[config.mk]
export PLATFORM = sky130hd
export DESIGN_NAME = ego_mul
export DESIGN_NICKNAME = d
export VERILOG_FILES = /design/src/design/ego_pkg.sv /design/src/design/ego_mul.sv
export SDC_FILE = /design/constraint.sdc
export NUM_CORES = 2
export LEC_CHECK = 0
export ABC_AREA = 1
export ABC_CLOCK_PERIOD_IN_PS = 17410
export BUFFER_PORTS_ARGS = -buffer_cell sky130_fd_sc_hd__buf_2
export CAP_MARGIN = 10
export CORE_MARGIN = 2
export CORE_UTILIZATION = 50
export DETAILED_ROUTE_END_ITERATION = 8
export HOLD_SLACK_MARGIN = 0.1
export PLACE_DENSITY = 0.7
export SYNTH_ARGS = -nofsm -noshare
export SYNTH_HDL_FRONTEND = slang
export SYNTH_SLANG_ARGS = --single-unit
[constraint.sdc]
create_clock -name clock -period 17.41 [get_ports clock]
set_clock_uncertainty 0.2 [all_clocks]
set_input_delay 1.741 -clock clock [delete_from_list [all_inputs] [get_ports clock]]
set_output_delay 1.741 -clock clock [all_outputs]
set_load 0.02 [all_outputs]
[src/design/ego_pkg.sv]
package ego_pkg;

   // Default number of CORDIC micro-rotations.
   localparam int CORDIC_ITERATIONS_DEFAULT = 24;

   // Configuration port index width and register indexes.
   localparam int CSR_INDEX_W = 4;
   localparam logic [CSR_INDEX_W-1:0] REG_SCALE_X = CSR_INDEX_W'(0);
   localparam logic [CSR_INDEX_W-1:0] REG_SCALE_Y = CSR_INDEX_W'(1);

   // Shared multiplier operand and product widths.
   localparam int MUL_OP_W   = 33;
   localparam int MUL_PROD_W = 2 * MUL_OP_W;

   // CORDIC datapath width: Q2.30 values with headroom.
   localparam int CORDIC_W = 34;

   // Phase units per radian, where 2^32 phase units make one turn.
   localparam logic [29:0] PHASE_PER_RAD = 30'd683565276;

   // CORDIC start value: the inverse gain in Q2.30.
   localparam logic signed [CORDIC_W-1:0] CORDIC_GAIN = 34'sd652032874;

   // A quarter turn in phase units.
   localparam logic signed [CORDIC_W-1:0] QUARTER_TURN = 34'sd1073741824;

   typedef enum logic [1:0] {
      CMD_UPDATE = 2'd0,
      CMD_INIT   = 2'd1,
      CMD_SET    = 2'd2
   } ego_cmd_type;

   typedef enum logic [3:0] {
      S_IDLE,
      S_MDX,
      S_MDY,
      S_MPH,
      S_CSTART,
      S_ROT,
      S_MXC,
      S_MYS,
      S_MXS,
      S_MYC,
      S_ACCY,
      S_DONE
   } ego_state_type;

   typedef struct packed {
      logic                       done;
      logic signed [MUL_OP_W-1:0] cos_val;
      logic signed [MUL_OP_W-1:0] sin_val;
   } ego_cordic_out_type;

   // Arctangent of 2^-i in phase units.
   function automatic logic [29:0] atan_phase(input logic [4:0] idx);
      logic [29:0] val;
      unique case (idx)
         5'd0:  val = 30'd536870912;
         5'd1:  val = 30'd316933406;
         5'd2:  val = 30'd167458907;
         5'd3:  val = 30'd85004756;
         5'd4:  val = 30'd42667331;
         5'd5:  val = 30'd21354465;
         5'd6:  val = 30'd10679838;
         5'd7:  val = 30'd5340245;
         5'd8:  val = 30'd2670163;
         5'd9:  val = 30'd1335087;
         5'd10: val = 30'd667544;
         5'd11: val = 30'd333772;
         5'd12: val = 30'd166886;
         5'd13: val = 30'd83443;
         5'd14: val = 30'd41722;
         5'd15: val = 30'd20861;
         5'd16: val = 30'd10430;
         5'd17: val = 30'd5215;
         5'd18: val = 30'd2608;
         5'd19: val = 30'd1304;
         5'd20: val = 30'd652;
         5'd21: val = 30'd326;
         5'd22: val = 30'd163;
         5'd23: val = 30'd81;
         5'd24: val = 30'd41;
         5'd25: val = 30'd20;
         5'd26: val = 30'd10;
         5'd27: val = 30'd5;
         5'd28: val = 30'd3;
         5'd29: val = 30'd1;
         5'd30: val = 30'd1;
         default: val = 30'd0;
      endcase
      return val;
   endfunction

endpackage

[src/design/ego_mul.sv]
module ego_mul (
   input  logic                                   clock,
   input  logic signed [ego_pkg::MUL_OP_W-1:0]    op_a,
   input  logic signed [ego_pkg::MUL_OP_W-1:0]    op_b,
   output logic signed [ego_pkg::MUL_PROD_W-1:0]  prod_ff
);

   logic signed [ego_pkg::MUL_PROD_W-1:0] prod_in;

   // The product is registered so the next step starts from a clean flop.
   assign prod_in = op_a * op_b;

   always_ff @(posedge clock) begin
      prod_ff <= prod_in;
   end

endmodule

==> summary.txt <==
Clock network
  – Cts hold-fix bufs: 0
  – H-tree Lvls: 3
  – Root Driver: clkbuf_16
  – Clock tree buffer depth: 2
  – Total clock sinks: 66
  – Worst-path clk slew: 0.07 ns
  – Post-CTS setup buffers: 0
  – CTS tree: yes
  – CTS Buf Count: 9
  – CTS resizes: 0

Timing
  – Max_slew headroom: 0.268
  – RSZ-0062 raised after global routing: false
  – Final setup viols: 0
  – Final period util: 0.538
  – Final hold viol count: 0
  – Slew @ Worst Pin: 1.09 ns
  – Total negative setup slack: 0 ns
  – Pins Over Slew Limit: 0
  – Setup ws final: 8.04 ns
  – Fin crit period: 9.37 ns
  – Fmax: 107 MHz

Yosys
  – Yosys cell types: 32
  – Adder-Cell Fraction of Synth Area: 0.594
  – Post-Syn Instances: 5,549
  – Mapped cell area: 43,200 um^2
  – Post-synthesis mux area share: 0
  – Post-synthesis simple-gate area fraction: 0.166
  – XOR/XNOR Fraction of Synth Area: 0.00791
  – Number of synthesized register bits: 66
  – Yosys warning count: 0
  – Seq/Total Area, Yosys: 0.0306
  – Syn_nets: 6,978
  – Compound-gate portion of the synthesized area: 0.0134
  – Mean Syn Cell Area: 7.78 um^2
  – Main combinational cell family by area after synthesis: adder cells

Drt
  – DRC Markers: 0
  – Wirelength, routed: 114 mm
  – Routed Antenna Nets: 0
  – WL per Instance: 17.4 um
  – TritonRoute pass-1 iters: 7
  – Number of DRC markers in iteration 0: 2,188
  – Via count: 32,900
  – Vias/cell: 4.99
  – Top Layer Used: met5
  – WL met2: 58.3 mm
  – DR WL met3: 8.08 mm
  – DRT met1 WL: 43.6 mm

Global routing
  – GRT Overall Usage: 0.273
  – First-pass GRT wire length: 191 mm
  – Initial antenna violation count: 10
  – Overflow left after global routing: 0
  – Number of global-route vias before repair: 36,500
  – Largest net degree at the start of global routing: 35

Finish
  – Max reg flops: 66
  – Share of cells above drive strength 1: 0.0406
  – Nets: 6,868
  – Area delta synth->final: 3.50%
  – Post-Layout Cell Count: 6,589
  – Top reg by flops: prod_ff
  – Commonest non-fill, non-tap cells in the layout: inv_1 (1,896), nand2_1 (1,523), fa_1 (1,145)
  – Most common cell after layout, fill and taps aside: inv_1
  – Top flop regs: prod_ff x66

Worst setup path
  – CP max stage cell: fa_1
  – Most used cell, CP: fa_1
  – Crit. End Element: flop
  – Crit path buf inv count: 4
  – Startpoint Class: input port
  – Crit path max-delay family: adder cells
  – CP required: 17.45 ns
  – Critical path arrival: 9.41 ns
  – Max incr delay on CP: 1.25 ns
  – Max FO, Critical Path: 33
  – CP startpoint: op_a[32]
  – Critical path class: in2reg
  – Cell Chain, Critical Path: buf_2 -> nand2_1 -> inv_1 -> fa_1 -> fa_1 -> fa_1 -> fa_1 -> fa_1 -> fa_1 -> fa_1 -> inv_1 -> fa_1 -> inv_1 -> ha_1 -> nand2_1 -> nor2_1 -> nand2_1 -> nor4_1 -> nand2_1 -> nand3_1 -> nand2_1

Min path
  – Min-Delay Startpoint: op_b[0]
  – Hold Crit Class: in2reg

Die
  – Die height: 298 um
  – Rows: 107
  – Core area: 85,400 um^2
  – DIE WIDTH: 298 um
  – Initial core utilization: 0.505
  – Ports: 133
  – Die area: 88,700 um^2

Placed design
  – IO Port Bufs: 132
  – Final RePlAce weighted congestion: 0.944
  – HPWL after detailed placement: 96.5 mm
  – Inst Count DP: 6,572
  – Worst slack at placement: 7.72 ns

Flow run
  – Max_cap viols: 0

Status
  – Run status: finished clean
## cell usage after synthesis, drive strengths merged
cell | count | share of area
nand4 | 19 | 0.0028
o21a | 1 | 0.00017
a21o | 3 | 0.00052
and2 | 3 | 0.00043
o21bai | 12 | 0.0021
nand3b | 4 | 0.00070
a21boi | 1 | 0.00017
o21ai | 24 | 0.0028
buf | 2 | 0.00017
nand3 | 78 | 0.010
dfxtp | 66 | 0.031
inv | 1902 | 0.17
xnor2 | 4 | 0.00081
xor2 | 35 | 0.0071
fa | 1145 | 0.53
ha | 217 | 0.063
nand2 | 1538 | 0.13
a21oi | 64 | 0.0077
clkbuf | 261 | 0.023
nor3 | 8 | 0.00093
nor2 | 151 | 0.015
or2 | 6 | 0.00087
nor4 | 5 | 0.00072
## layout make-up
| cell class | count | area [um^2] |
|---|---|---|
| inverters | 1902 | 7140 |
| flip-flops and latches | 66 | 1320 |
| clock buffers | 9 | 225 |
| fillers | 8194 | 40700 |
| well taps | 1144 | 1430 |
| diodes | 1 | 2.50 |
| clock inverters | 7 | 103 |
| multi-input cells | 3318 | 33700 |
| repair buffers | 142 | 736 |
## path summary, 6_finish.rpt
| path | to | slack (ns) | depth (start not counted) |
|---|---|---|---|
| worst min-delay path | prod_ff[0]$_DFF_P_ | 1.88 | 3 |
| worst max-delay path | prod_ff[64]$_DFF_P_ | 8.04 | 21 |
## through the flow
stage	instance area (um^2)	utilization	hold slack (ns)
CTS	44700	0.523	1.85
detailed placement	44400	0.519	1.96
global placement	44400	0.519	1.96
finish	44700	0.523	1.88
global route	44700	0.523	1.89
floorplan	43200	-	1.80
## tightest hold or removal path: stages
cell and delay (ns):
buf_2 0.32, nand2_1 0.24, inv_1 0.05
## per-layer routing
layer / vias to the layer above / global-route usage
met5: - / 0
met4: 16 / 0.0908
met3: 273 / 0.0366
met2: 1239 / 0.493
met1: 16600 / 0.336
li1: 14800 / -
## cells by family (layout without fill, tap and decap cells)
logic type | after synthesis | count (layout)
other | 0 | 1
adder cells (fa/ha/maj) | 1362 | 1362
flip-flops | 66 | 66
buffers and inverters | 2165 | 2060
AND/OR/NAND/NOR | 1812 | 1812
AO/OA/AOI/OAI | 105 | 105
XOR/XNOR | 39 | 39
Power is left out: the tool's default activity adds up to more than one toggle a clock period on the data nets, which glitch-free logic cannot reach.
