### src/design/ego_pkg.sv
package ego_pkg;

   // Default number of CORDIC micro-rotations.
   localparam int CORDIC_ITERATIONS_DEFAULT = 24;

   // Configuration port index width and register indexes.
   localparam int CSR_INDEX_W = 4;
   localparam logic [CSR_INDEX_W-1:0] REG_SCALE_X = CSR_INDEX_W'(0);
   localparam logic [CSR_INDEX_W-1:0] REG_SCALE_Y = CSR_INDEX_W'(1);

   // Shared multiplier operand and product widths.
   localparam int MUL_OP_W   = 33;
   localparam int MUL_PROD_W = 2 * MUL_OP_W;

   // CORDIC datapath width: Q2.30 values with headroom.
   localparam int CORDIC_W = 34;

   // Phase units per radian, where 2^32 phase units make one turn.
   localparam logic [29:0] PHASE_PER_RAD = 30'd683565276;

   // CORDIC start value: the inverse gain in Q2.30.
   localparam logic signed [CORDIC_W-1:0] CORDIC_GAIN = 34'sd652032874;

   // A quarter turn in phase units.
   localparam logic signed [CORDIC_W-1:0] QUARTER_TURN = 34'sd1073741824;

   typedef enum logic [1:0] {
      CMD_UPDATE = 2'd0,
      CMD_INIT   = 2'd1,
      CMD_SET    = 2'd2
   } ego_cmd_type;

   typedef enum logic [3:0] {
      S_IDLE,
      S_MDX,
      S_MDY,
      S_MPH,
      S_CSTART,
      S_ROT,
      S_MXC,
      S_MYS,
      S_MXS,
      S_MYC,
      S_ACCY,
      S_DONE
   } ego_state_type;

   typedef struct packed {
      logic                       done;
      logic signed [MUL_OP_W-1:0] cos_val;
      logic signed [MUL_OP_W-1:0] sin_val;
   } ego_cordic_out_type;

   // Arctangent of 2^-i in phase units.
   function automatic logic [29:0] atan_phase(input logic [4:0] idx);
      logic [29:0] val;
      unique case (idx)
         5'd0:  val = 30'd536870912;
         5'd1:  val = 30'd316933406;
         5'd2:  val = 30'd167458907;
         5'd3:  val = 30'd85004756;
         5'd4:  val = 30'd42667331;
         5'd5:  val = 30'd21354465;
         5'd6:  val = 30'd10679838;
         5'd7:  val = 30'd5340245;
         5'd8:  val = 30'd2670163;
         5'd9:  val = 30'd1335087;
         5'd10: val = 30'd667544;
         5'd11: val = 30'd333772;
         5'd12: val = 30'd166886;
         5'd13: val = 30'd83443;
         5'd14: val = 30'd41722;
         5'd15: val = 30'd20861;
         5'd16: val = 30'd10430;
         5'd17: val = 30'd5215;
         5'd18: val = 30'd2608;
         5'd19: val = 30'd1304;
         5'd20: val = 30'd652;
         5'd21: val = 30'd326;
         5'd22: val = 30'd163;
         5'd23: val = 30'd81;
         5'd24: val = 30'd41;
         5'd25: val = 30'd20;
         5'd26: val = 30'd10;
         5'd27: val = 30'd5;
         5'd28: val = 30'd3;
         5'd29: val = 30'd1;
         5'd30: val = 30'd1;
         default: val = 30'd0;
      endcase
      return val;
   endfunction

endpackage

### src/design/ego_cordic.sv
module ego_cordic #(
   parameter int CORDIC_ITERATIONS = ego_pkg::CORDIC_ITERATIONS_DEFAULT
) (
   input  logic                        clock,
   input  logic                        reset,
   input  logic                        start,
   input  logic [31:0]                 phase,
   output ego_pkg::ego_cordic_out_type result
);

   localparam int CW = $clog2(CORDIC_ITERATIONS);
   localparam logic [CW-1:0] LAST_STEP = CW'(CORDIC_ITERATIONS - 1);

   logic signed [ego_pkg::CORDIC_W-1:0] x_ff, x_in;
   logic signed [ego_pkg::CORDIC_W-1:0] y_ff, y_in;
   logic signed [ego_pkg::CORDIC_W-1:0] z_ff, z_in;
   logic [CW-1:0]                       cnt_ff, cnt_in;
   logic                                busy_ff, busy_in;
   logic                                done_ff, done_in;
   logic                                flip_ff, flip_in;

   always_comb begin
      logic signed [ego_pkg::CORDIC_W-1:0] z_start;
      logic signed [ego_pkg::CORDIC_W-1:0] xs;
      logic signed [ego_pkg::CORDIC_W-1:0] ys;
      logic signed [ego_pkg::CORDIC_W-1:0] angle;
      logic                                flip_start;

      x_in    = x_ff;
      y_in    = y_ff;
      z_in    = z_ff;
      cnt_in  = cnt_ff;
      busy_in = busy_ff;
      done_in = done_ff;
      flip_in = flip_ff;

      // Fold the phase into the right half plane; the outputs are negated later.
      z_start    = {{2{phase[31]}}, phase};
      flip_start = 1'b0;
      if (z_start > ego_pkg::QUARTER_TURN || z_start < -ego_pkg::QUARTER_TURN) begin
         z_start    = {{2{~phase[31]}}, ~phase[31], phase[30:0]};
         flip_start = 1'b1;
      end

      xs    = x_ff >>> cnt_ff;
      ys    = y_ff >>> cnt_ff;
      angle = signed'({4'b0, ego_pkg::atan_phase(5'(cnt_ff))});

      priority if (start) begin
         x_in    = ego_pkg::CORDIC_GAIN;
         y_in    = '0;
         z_in    = z_start;
         flip_in = flip_start;
         cnt_in  = '0;
         busy_in = 1'b1;
         done_in = 1'b0;
      end else if (busy_ff) begin
         if (z_ff >= 0) begin
            x_in = x_ff - ys;
            y_in = y_ff + xs;
            z_in = z_ff - angle;
         end else begin
            x_in = x_ff + ys;
            y_in = y_ff - xs;
            z_in = z_ff + angle;
         end
         cnt_in = cnt_ff + CW'(1);
         if (cnt_ff == LAST_STEP) begin
            busy_in = 1'b0;
            done_in = 1'b1;
         end
      end else begin
         // Idle: the last rotation result is held.
         done_in = done_ff;
      end
   end

   always_ff @(posedge clock) begin
      if (reset) begin
         busy_ff <= 1'b0;
         done_ff <= 1'b0;
         cnt_ff  <= '0;
      end else begin
         busy_ff <= busy_in;
         done_ff <= done_in;
         cnt_ff  <= cnt_in;
      end
      x_ff    <= x_in;
      y_ff    <= y_in;
      z_ff    <= z_in;
      flip_ff <= flip_in;
   end

   assign result.done    = done_ff;
   assign result.cos_val = ego_pkg::MUL_OP_W'(flip_ff ? -x_ff : x_ff);
   assign result.sin_val = ego_pkg::MUL_OP_W'(flip_ff ? -y_ff : y_ff);

endmodule
### config.mk
export PLATFORM = sky130hd
export DESIGN_NAME = ego_cordic
export DESIGN_NICKNAME = d
export VERILOG_FILES = /design/src/design/ego_pkg.sv /design/src/design/ego_cordic.sv
export SDC_FILE = /design/constraint.sdc
export NUM_CORES = 1
export LEC_CHECK = 0
export BUFFER_PORTS_ARGS = -buffer_cell sky130_fd_sc_hd__buf_2
export CAP_MARGIN = 25
export CORE_MARGIN = 2
export CORE_UTILIZATION = 40
export DETAILED_ROUTE_END_ITERATION = 12
export PLACE_DENSITY = 0.66
export RECOVER_POWER = 100
export REMOVE_ABC_BUFFERS = 1
export SLEW_MARGIN = 40
export SYNTH_ARGS = -nofsm -noshare
export SYNTH_HDL_FRONTEND = slang
export SYNTH_SLANG_ARGS = --single-unit
### constraint.sdc
create_clock -name clock -period 13.3 [get_ports clock]
set_input_delay 1.33 -clock clock [delete_from_list [all_inputs] [get_ports clock]]
set_output_delay 1.33 -clock clock [all_outputs]
set_load 0.01 [all_outputs]
==> impl_metrics.yaml, run 1 <==
cts:
  root_buffer: "clkbuf_16"
  postCtsSetupBuffers: 0
  clk_latency_ns: 0.46
  cts_tree: "built"
  hold_buffers: 0
  clock_sinks: 140
  htreeDepth: 4
  cts_max_path_buffers: 2
  cts_buffers: 17
  post_cts_resized: 0
  clk_pin_slew_ns: 0.07
floorplan:
  start_util: 0.407
  die_x_um: 219
  ios: 102
  core-area_mm2: 0.0456
  rows: 78
  die_h_um: 219
  die_area_mm2: 0.0482
sta:
  finalMaxSlewViolations: 340
  finClkSkew_ns: 0.0143
  rsz0062_at_grt: "false"
  hold_violations: 0
  fin_crit_sh: 0.753
  min_period_ns: 10.01
  setup_violations: 0
  tns_ns: 0
  fmax_ghz: 0.0999
  relSlewSlack: -1.74
  fin_ws_ns: 3.29
  worstMarginPinSlew_ns: 4.11
critical_path:
  crit_slowest_cell: "clkbuf_1"
  critical_path.endpoint_type: "flop"
  worst_ep_arrival_time_ns: 10.17
  cp_top_family: "compound AO/OA/AOI/OAI gates"
  cp-start-kind: "flop"
  crit_chain: "clkbuf_1 -> mux4_1 -> mux2i_1 -> nor2_1 -> a2111oi_0 -> nor2b_1 -> nand3_1 -> or3_4 -> o41ai_2 -> xnor2_1 -> ha_1 -> a21oi_1 -> o21ai_0 -> or3_1 -> o221ai_1 -> a21oi_1 -> a221o_1 -> a31oi_1 -> xnor2_1 -> a21o_1 -> a21oi_1"
  crit_required_ns: 13.46
  crit_type: "flop to flop"
  cp_max_fo: 55
  max_stage_delay_ns: 2.46
  cpMostUsedCell: "a21oi_1"
  worst-path-buf-inv: 1
placement:
  dp_cells: 2846
  pre_cts_ws_ns: 5.84
  place_area_mm2: 0.0193
  port_buffers: 101
  place_congestion: 1.01
  place.detailed.hpwl_mm: 48.3
synthesis:
  synth-compound-area-share: 0.241
  synth.top_cell.area_share: 0.113
  syn_inst: 2298
  synthMuxAreaShare: 0.169
  synth_xor_area_frac: 0.114
  synth.distinct_cells: 91
  synth_area_leaders: "dfxtp_1 11%, mux4_2 10%, xnor2_1 7.8%"
  synthesis.area_mm2: 0.0186
  synth_top_cell_by_area: "dfxtp_1"
  ys_warn_count: 0
  async_flop_share: 0
  synth_seq_area_share: 0.170
  ys_seq_elements: 140
  syn_avg_cell_area_um2: 8.08
  synthFlopType: "dfxtp_1"
  synth_fa_ha_area_frac: 0.0787
  synth_top_family_by_area: "compound AO/OA/AOI/OAI gates"
  yosys.area_share.simple: 0.172
  synth_edf_count: 35
pwr:
  ir_worst_vdd_v: 0.000114
  pwr_density_cell_mw_per_mm2: 266
  switchingPower_uw: 2710
  p_leak_uw: 0.00767
  power_frac_clock: 0.095
  combPwrFrac: 0.734
  switching_share: 0.515
  seq_power_share: 0.171
  power.internal_uw: 2550
outcome:
  status: "complete, but fails checks"
  violations: "capacitance limit, slew limit"
cells_and_area:
  layout_common_cells: "251 x nand2_1, 188 x nor2_1, 166 x xnor2_1, 165 x o21ai_0, 159 x a21oi_1"
  drive_gt1_frac: 0.107
  nFillCells: 4570
  layout_commonest_cell: "nand2_1"
  area_growth_pct: 6.46
  final-seq-area_mm2: 0.00316
  final_area_mm2: 0.0198
  multi_input_area_mm2: 0.0144
  final_util: 0.434
  layoutNonFillerInstCount: 2879
  nets: 2415
detailed_routing:
  drt-vias-per-instance: 6.33
  vias: 18200
  wl_per_cell_um: 22.5
  first_pass_iters: 6
  drt-initial-drc-count: 1668
  drcViolationCount: 0
  finalWirelength_mm: 64.8
  ant_nets: 0
flow_run:
  cap_violations: 5
global_route:
  grt_usage: 0.267
  antenna_found_initial: 0
  grt_max_degree: 96
  overflow: 0
  grt_pass1_wl_mm: 101
  grt_pass1_vias: 17400
hold_path:
  hp-class: "flop to flop"
## layer usage
layer  global-route usage  vias up  share of wire
met5                    0        -              0
met4                0.120        0          0.043
met3               0.0457      152          0.070
met2                0.447      766           0.47
met1                0.336     8809           0.41
li1                     -     8486              -
## cells in the mapped netlist, types with 44 or more instances
library cell,n
mux4_2,84
xnor2_1,166
clkbuf_1,115
nand3_1,44
nor2_1,189
ha_1,112
nand2_1,251
o21ai_0,165
xor2_1,75
dfxtp_1,105
mux2i_1,72
inv_1,59
a21oi_1,158
o31ai_1,45
## cell families (layout without fill, tap and decap cells)
| group | count (synthesis) | after routing |
|---|---|---|
| buffers and inverters | 244 | 224 |
| xor gates and xnor gates | 241 | 241 |
| adders and majority gates | 115 | 115 |
| other | 0 | 1 |
| muxes | 194 | 194 |
| AOI/OAI and AO/OA | 679 | 679 |
| and+or+nand+nor | 685 | 685 |
| DFF | 140 | 140 |
## cell type report
class                           count  share of cell area
Antenna cell                        1            0.000127
Clock buffer                       20              0.0242
Clock inverter                     12             0.00614
Inverter                           64              0.0122
Multi-Input combinational cell   1914               0.729
Sequential cell                   140               0.160
Tap cell                          600              0.0380
Timing Repair Buffer              128              0.0307
## final timing paths
kind,startpoint,endpoint,slack [ns],cells past startpoint
min reg2reg,done_ff$_SDFFE_PP0P_,done_ff$_SDFFE_PP0P_,0.55,2
max reg2reg,cnt_ff[1]$_SDFFE_PP0P_,x_ff[33]$_SDFFE_PP0P_,3.29,21
max,cnt_ff[1]$_SDFFE_PP0P_,x_ff[33]$_SDFFE_PP0P_,3.29,21
min,done_ff$_SDFFE_PP0P_,done_ff$_SDFFE_PP0P_,0.55,2
## stage by stage
step / hold WS, ns / total power (µW)
2_1_floorplan: 0.505 / 3750
3_3_place_gp: 0.552 / 4640
3_5_place_dp: 0.531 / 4710
4_1_cts: 0.546 / 5250
5_1_grt: 0.604 / 5710
6_report: 0.549 / 5270
## power groups by stage
stage / Combinational [µW] / Clock, µW / Sequential, µW
finish: 3870 / 502 / 900
global route: 4260 / 527 / 922
CTS: 3840 / 512 / 890
detailed placement: 3810 / 0 / 900
global placement: 3750 / 0 / 891
floorplan: 2960 / 0 / 784
## worst register-to-register path, stage by stage (launching register included)
cell	delay (ns)
dfxtp_1	1.18
clkbuf_1	2.46
mux4_1	0.83
mux2i_1	0.29
nor2_1	0.06
a2111oi_0	0.85
nor2b_1	0.31
nand3_1	0.22
or3_4	0.51
o41ai_2	0.38
xnor2_1	0.14
ha_1	0.37
a21oi_1	0.16
o21ai_0	0.15
or3_1	0.40
o221ai_1	0.31
a21oi_1	0.17
a221o_1	0.35
a31oi_1	0.21
xnor2_1	0.16
a21o_1	0.14
a21oi_1	0.05
Power figures use the tool's default switching activity.
==> run 2: changes to the inputs <==
==> constraint.sdc (replaced) <==
create_clock -name clock -period 10 [get_ports clock]
set_input_delay 1 -clock clock [delete_from_list [all_inputs] [get_ports clock]]
set_output_delay 1 -clock clock [all_outputs]
set_load 0.01 [all_outputs]
==> impl_metrics.yaml, run 2 (same netlist as run 1, synthesis figures left out) <==
outcome:
  status: "complete, but fails checks"
  violations: "capacitance limit, slew limit"
hold_path:
  min-delay-start: "x_ff[0]$_SDFFE_PP0P_"
  hold_end: "x_ff[0]$_SDFFE_PP0P_"
  hp-class: "flop to flop"
  holdPathStages: 2
global_route:
  use_met1: 0.347
  gr-usage-met3: 0.0468
  overflow: 0
  grt_max_degree: 69
  grt-busiest-layer: "met2"
  grt_pass1_vias: 17200
  use_met2: 0.456
  grt_usage: 0.272
  antenna_found_initial: 1
  grt_pass1_wl_mm: 102
cells_and_area:
  nets: 2418
  layout_commonest_cell: "nand2_1"
  nFillCells: 4596
  drive_gt1_frac: 0.108
  diodes: 0
  area_growth_pct: 6.87
  layoutNonFillerInstCount: 2881
  layout_common_cells: "251 x nand2_1, 189 x nor2_1, 166 x xnor2_1, 164 x o21ai_0, 158 x a21oi_1"
critical_path:
  worst_ep_arrival_time_ns: 8.28
  crit_type: "flop to flop"
  critical_path.endpoint_type: "flop"
  crit_required_ns: 10.26
  cp-start-kind: "flop"
  rr_worst_depth: 23
  r2r-end: "x_ff[32]$_SDFFE_PP0P_"
  cp_max_fo: 53
  worstReg2RegStart: "cnt_ff[1]$_SDFFE_PP0P_"
  r2r_slack_ns: 1.98
pwr:
  power.internal_uw: 3430
  pwr_density_cell_mw_per_mm2: 355
  ir_worst_vdd_v: 0.000191
  power_frac_clock: 0.100
  p_leak_uw: 0.00770
  switching_share: 0.514
  switchingPower_uw: 3620
  seq_power_share: 0.173
  combPwrFrac: 0.727
cts:
  root_buffer: "clkbuf_16"
  htreeDepth: 4
  clock_sinks: 140
  clk_latency_ns: 0.47
  clk_pin_slew_ns: 0.07
  cts_tree: "built"
  hold_buffers: 0
  post_cts_resized: 0
  postCtsSetupBuffers: 0
  cts_max_path_buffers: 2
  cts_buffers: 17
floorplan:
  start_util: 0.407
  ios: 102
  core-area_mm2: 0.0456
  rows: 78
  die_x_um: 219
  die_area_mm2: 0.0482
  die_h_um: 219
detailed_routing:
  drcViolationCount: 0
  vias: 18100
  drt-initial-drc-count: 1866
  drt-vias-per-instance: 6.29
  wl_per_cell_um: 22.9
  first_pass_iters: 5
  ant_nets: 0
  finalWirelength_mm: 66.1
sta:
  fmax_ghz: 0.125
  min_period_ns: 8.02
  worstMarginPinSlew_ns: 2.90
  hold_violations: 0
  fin_crit_sh: 0.802
  tns_ns: 0
  setup_violations: 0
  finClkSkew_ns: 0.0131
  rsz0062_at_grt: "false"
  relSlewSlack: -0.937
  finalMaxSlewViolations: 266
placement:
  port_buffers: 101
  dp_cells: 2848
  place_congestion: 1.06
  place.detailed.hpwl_mm: 49.7
flow_run:
  cap_violations: 6
==> run 2: cell count changes in the layout (fill, tap and decap cells not counted), moves of 2 or more <==
cell | before | now
and2_0 | 3 | 5
and2_1 | 9 | 7
buf_12 | 1 | 3
buf_4 | 18 | 21
bufinv_16 | 1 | 3
clkinv_4 | 3 | 1
inv_6 | 6 | 4
==> run 2: final cells by class <==
cell class	instances	area (µm²)	share of cell area
clock buffer	21	472	0.0238
clock inverter	11	153	0.00769
inverter	64	240	0.0121
multi-input combinational	1914	14400	0.726
sequential	140	3160	0.159
tap	600	751	0.0378
timing repair buffer	131	662	0.0334
==> run 2: how the worst max path moves through the flow <==
stage | from | depth (start not counted) | to
2_1_floorplan | cnt_ff[1]$_SDFFE_PP0P_ | 19 | y_ff[30]$_SDFFE_PP0P_
3_3_place_gp | cnt_ff[1]$_SDFFE_PP0P_ | 22 | x_ff[33]$_SDFFE_PP0P_
3_5_place_dp | cnt_ff[0]$_SDFFE_PP0P_ | 23 | x_ff[32]$_SDFFE_PP0P_
4_1_cts | cnt_ff[0]$_SDFFE_PP0P_ | 21 | x_ff[33]$_SDFFE_PP0P_
5_1_grt | cnt_ff[1]$_SDFFE_PP0P_ | 23 | x_ff[32]$_SDFFE_PP0P_
6_report | cnt_ff[1]$_SDFFE_PP0P_ | 23 | x_ff[32]$_SDFFE_PP0P_
==> run 2: per-layer routing <==
layer	routed length (µm)	vias up
met1	27800	8791
met4	2630	0
li1	-	8500
met2	31100	697
met3	4550	131
met5	0	-
==> run 2: power groups by stage <==
| stage | clock network [µW] | registers [µW] | logic, µW |
|---|---|---|---|
| finish | 707 | 1220 | 5120 |
| global route | 744 | 1230 | 5640 |
| CTS | 720 | 1200 | 5100 |
| detailed placement | 0 | 1210 | 5070 |
| global placement | 0 | 1200 | 4980 |
| floorplan | 0 | 1040 | 3940 |
==> run 2: per-stage QoR <==
step	worst slack [ns]	area, µm²	hold WS [ns]	util	power (µW)
finish	1.98	19800	0.563	0.435	7050
global route	1.44	19800	0.605	0.435	7620
CTS	2.72	19900	0.565	0.438	7030
detailed placement	2.78	19300	0.552	0.424	6280
global placement	2.75	19300	0.537	0.423	6190
floorplan	1.02	17800	0.505	-	4980
==> run 2: worst max-delay path, cell delays in order (launching register included) <==
cell and delay (ns):
dfxtp_1 1.37, buf_12 0.40, mux4_1 0.64, mux2i_1 0.28, nor2_1 0.07, a2111oi_0 0.98, nor2b_1 0.31, nand3_1 0.19
or3_1 0.54, nor2_1 0.23, mux2i_1 0.21, a21oi_1 0.09, ha_1 0.38, nand2_1 0.09, o211ai_1 0.19, a41oi_1 0.07
o21ai_0 0.19, a41oi_1 0.23, o31ai_1 0.54, a41oi_1 0.27, a21oi_1 0.21, a21oi_1 0.10, xor2_1 0.14, o22ai_1 0.08
==> run 3: changes to the inputs <==
--- a/config.mk
+++ b/config.mk
@@ -5,6 +5,7 @@
 export SDC_FILE = /design/constraint.sdc
 export NUM_CORES = 1
 export LEC_CHECK = 0
+export ABC_AREA = 1
 export BUFFER_PORTS_ARGS = -buffer_cell sky130_fd_sc_hd__buf_2
 export CAP_MARGIN = 25
 export CORE_MARGIN = 2
==> constraint.sdc (replaced) <==
create_clock -name clock -period 8.1 [get_ports clock]
set_input_delay 0.81 -clock clock [delete_from_list [all_inputs] [get_ports clock]]
set_output_delay 0.81 -clock clock [all_outputs]
set_load 0.01 [all_outputs]
==> impl_metrics.yaml, run 3 <==
outcome:
  status: "complete, but fails checks"
  violations: "capacitance limit, slew limit"
critical_path:
  worst-path-buf-inv: 6
  worstSetupStartpoint: "cnt_ff[2]$_SDFFE_PP0P_"
  cpMostUsedCell: "nand2_1"
  critical_path.endpoint_type: "flop"
  crit_slowest_cell: "inv_1"
  worst_ep_arrival_time_ns: 7.01
  crit_type: "flop to flop"
  cp_max_fo: 63
  cp-start-kind: "flop"
  max_stage_delay_ns: 0.76
  worstReg2RegStart: "cnt_ff[2]$_SDFFE_PP0P_"
  cp_top_family: "simple AND/OR/NAND/NOR gates"
  crit_required_ns: 8.49
hold_path:
  min-delay-start: "reset"
  hp-class: "input port to flop"
cts:
  hold_buffers: 0
  cts_buffers: 17
  postCtsSetupBuffers: 0
  cts_max_path_buffers: 2
  cts_tree: "built"
  htreeDepth: 4
  root_buffer: "clkbuf_16"
  clk_latency_ns: 0.49
  clk_pin_slew_ns: 0.07
  post_cts_resized: 0
  clock_sinks: 140
cells_and_area:
  final-seq-area_mm2: 0.00316
  layout_common_cells: "780 x nand2_1, 476 x nand3_1, 332 x inv_1, 267 x nor2_1, 206 x a21oi_1"
  layout_commonest_cell: "nand2_1"
  multi_input_area_mm2: 0.0136
  diodes: 0
  nFillCells: 5110
  drive_gt1_frac: 0.0704
  nets: 3304
  area_growth_pct: 6.47
global_route:
  grt_usage: 0.255
  grt_max_degree: 72
  grt_pass1_wl_mm: 98.3
  overflow: 0
  grt_pass1_vias: 18700
  antenna_found_initial: 0
synthesis:
  ys_top_cells_by_count: "778 x nand2_1, 475 x nand3_1, 331 x inv_1, 263 x nor2_1, 206 x a21oi_1"
  synthFlopType: "dfxtp_1"
  async_flop_share: 0
  synth-compound-area-share: 0.148
  yosysMostFrequentCell: "nand2_1"
  synth_area_leaders: "nand2_1 16%, nand3_1 13%, dfxtp_1 11%"
  synthMuxAreaShare: 0
  synth_xor_area_frac: 0.0855
  synth_top_cell_by_area: "nand2_1"
  ys_warn_count: 0
  synth_edf_count: 35
  ys_seq_elements: 140
  syn_avg_cell_area_um2: 5.96
  synth.top_cell.area_share: 0.156
  synth_fa_ha_area_frac: 0.0779
  synth_seq_area_share: 0.168
  synth_top_family_by_area: "simple AND/OR/NAND/NOR gates"
  syn_inst: 3147
  yosys.area_share.simple: 0.416
  synth.distinct_cells: 64
  synthesis.area_mm2: 0.0187
detailed_routing:
  finalWirelength_mm: 62.0
  drt-vias-per-instance: 5.47
  first_pass_iters: 6
  drcViolationCount: 0
  vias: 20600
  wl_per_cell_um: 16.4
  drt-initial-drc-count: 2032
  ant_nets: 0
sta:
  rsz0062_at_grt: "false"
  relSlewSlack: -1.23
  min_period_ns: 6.62
  worstMarginPinSlew_ns: 3.34
  hold_violations: 0
  finalMaxSlewViolations: 181
  finClkSkew_ns: 0.0131
  fin_hold_ws_ns: 0.512
  fmax_ghz: 0.151
  fin_crit_sh: 0.817
  setup_violations: 0
  tns_ns: 0
floorplan:
  die_x_um: 221
  core-area_mm2: 0.0465
  start_util: 0.404
  ios: 102
  die_h_um: 221
  die_area_mm2: 0.0486
  rows: 79
pwr:
  ir_worst_vdd_v: 0.000227
  pwr_density_cell_mw_per_mm2: 322
  p_leak_uw: 0.00974
flow_run:
  cap_violations: 5
placement:
  place_congestion: 1.02
  port_buffers: 101
  place.detailed.hpwl_mm: 47.9
run 3: cell count changes in the layout (fill, tap and decap cells not counted), moves of 30 or more:
| cell | delta |
|---|---|
| nand3_1 | +432 |
| a21oi_1 | +48 |
| inv_1 | +273 |
| mux2i_1 | -72 |
| xor2_1 | +68 |
| mux4_2 | -84 |
| o31ai_1 | -36 |
| xnor2_1 | -126 |
| mux2_2 | -30 |
| a21o_1 | -35 |
| nor2_1 | +78 |
| nand2_1 | +529 |
run 3: through the flow:
| stage | worst slack, ns | std cells | power, µW | area (µm²) | util |
|---|---|---|---|---|---|
| 2_1_floorplan | 2.24 | 3013 | 4490 | 18100 | - |
| 3_3_place_gp | 2.52 | 3742 | 5590 | 19500 | 0.421 |
| 3_5_place_dp | 2.44 | 3742 | 5600 | 19500 | 0.421 |
| 4_1_cts | 2.41 | 3774 | 6450 | 20100 | 0.433 |
| 5_1_grt | 0.829 | 3774 | 7090 | 20000 | 0.430 |
| 6_report | 1.48 | 3774 | 6420 | 20000 | 0.430 |
run 3: logic make-up (layout without fill, tap and decap cells):
group / Yosys count / in the layout
DFF: 140 / 140
xor gates and xnor gates: 183 / 183
buffers and inverters: 484 / 504
AOI/OAI and AO/OA: 490 / 490
and+or+nand+nor: 1735 / 1735
adders and majority gates: 115 / 115
run 3: area by class of cell:
class | count | share of cell area
Sequential cell | 140 | 0.158
Timing Repair Buffer | 122 | 0.0278
Tap cell | 607 | 0.0380
Inverter | 350 | 0.0659
Clock buffer | 21 | 0.0247
Multi-Input combinational cell | 2523 | 0.680
Clock inverter | 11 | 0.00476
run 3: power by group:
group	switching (µW)	internal, µW
sequential	236	890
clock	366	443
combinational	2860	1620
total	3460	2960
run 3: final timing paths:
path	to	slack, ns	cells after the start
setup / recovery	y_ff[27]$_SDFFE_PP0P_	1.48	28
hold / removal	busy_ff$_SDFF_PP0_	0.51	2
setup reg to reg	y_ff[27]$_SDFFE_PP0P_	1.48	28
hold reg to reg	done_ff$_SDFFE_PP0P_	0.51	2
run 3: worst register-to-register path: cells and delay by family (launching register included):
kind / cells / cell delay, ns
compound gates: 4 / 1.21
xor+xnor: 1 / 0.21
fa+ha+maj: 2 / 0.52
buf+inv: 6 / 1.95
flops: 1 / 0.31
simple gates: 15 / 2.33
run 3: routing by layer:
metal  part of all wire  vias to the layer above  wire length [µm]  track usage
li1                   -                    10500                 -            -
met1               0.45                     9382             27800        0.334
met2               0.46                      680             28400        0.428
met3              0.063                       95              3920       0.0378
met4              0.029                        0              1830       0.0847
met5                  0                        -                 0            0
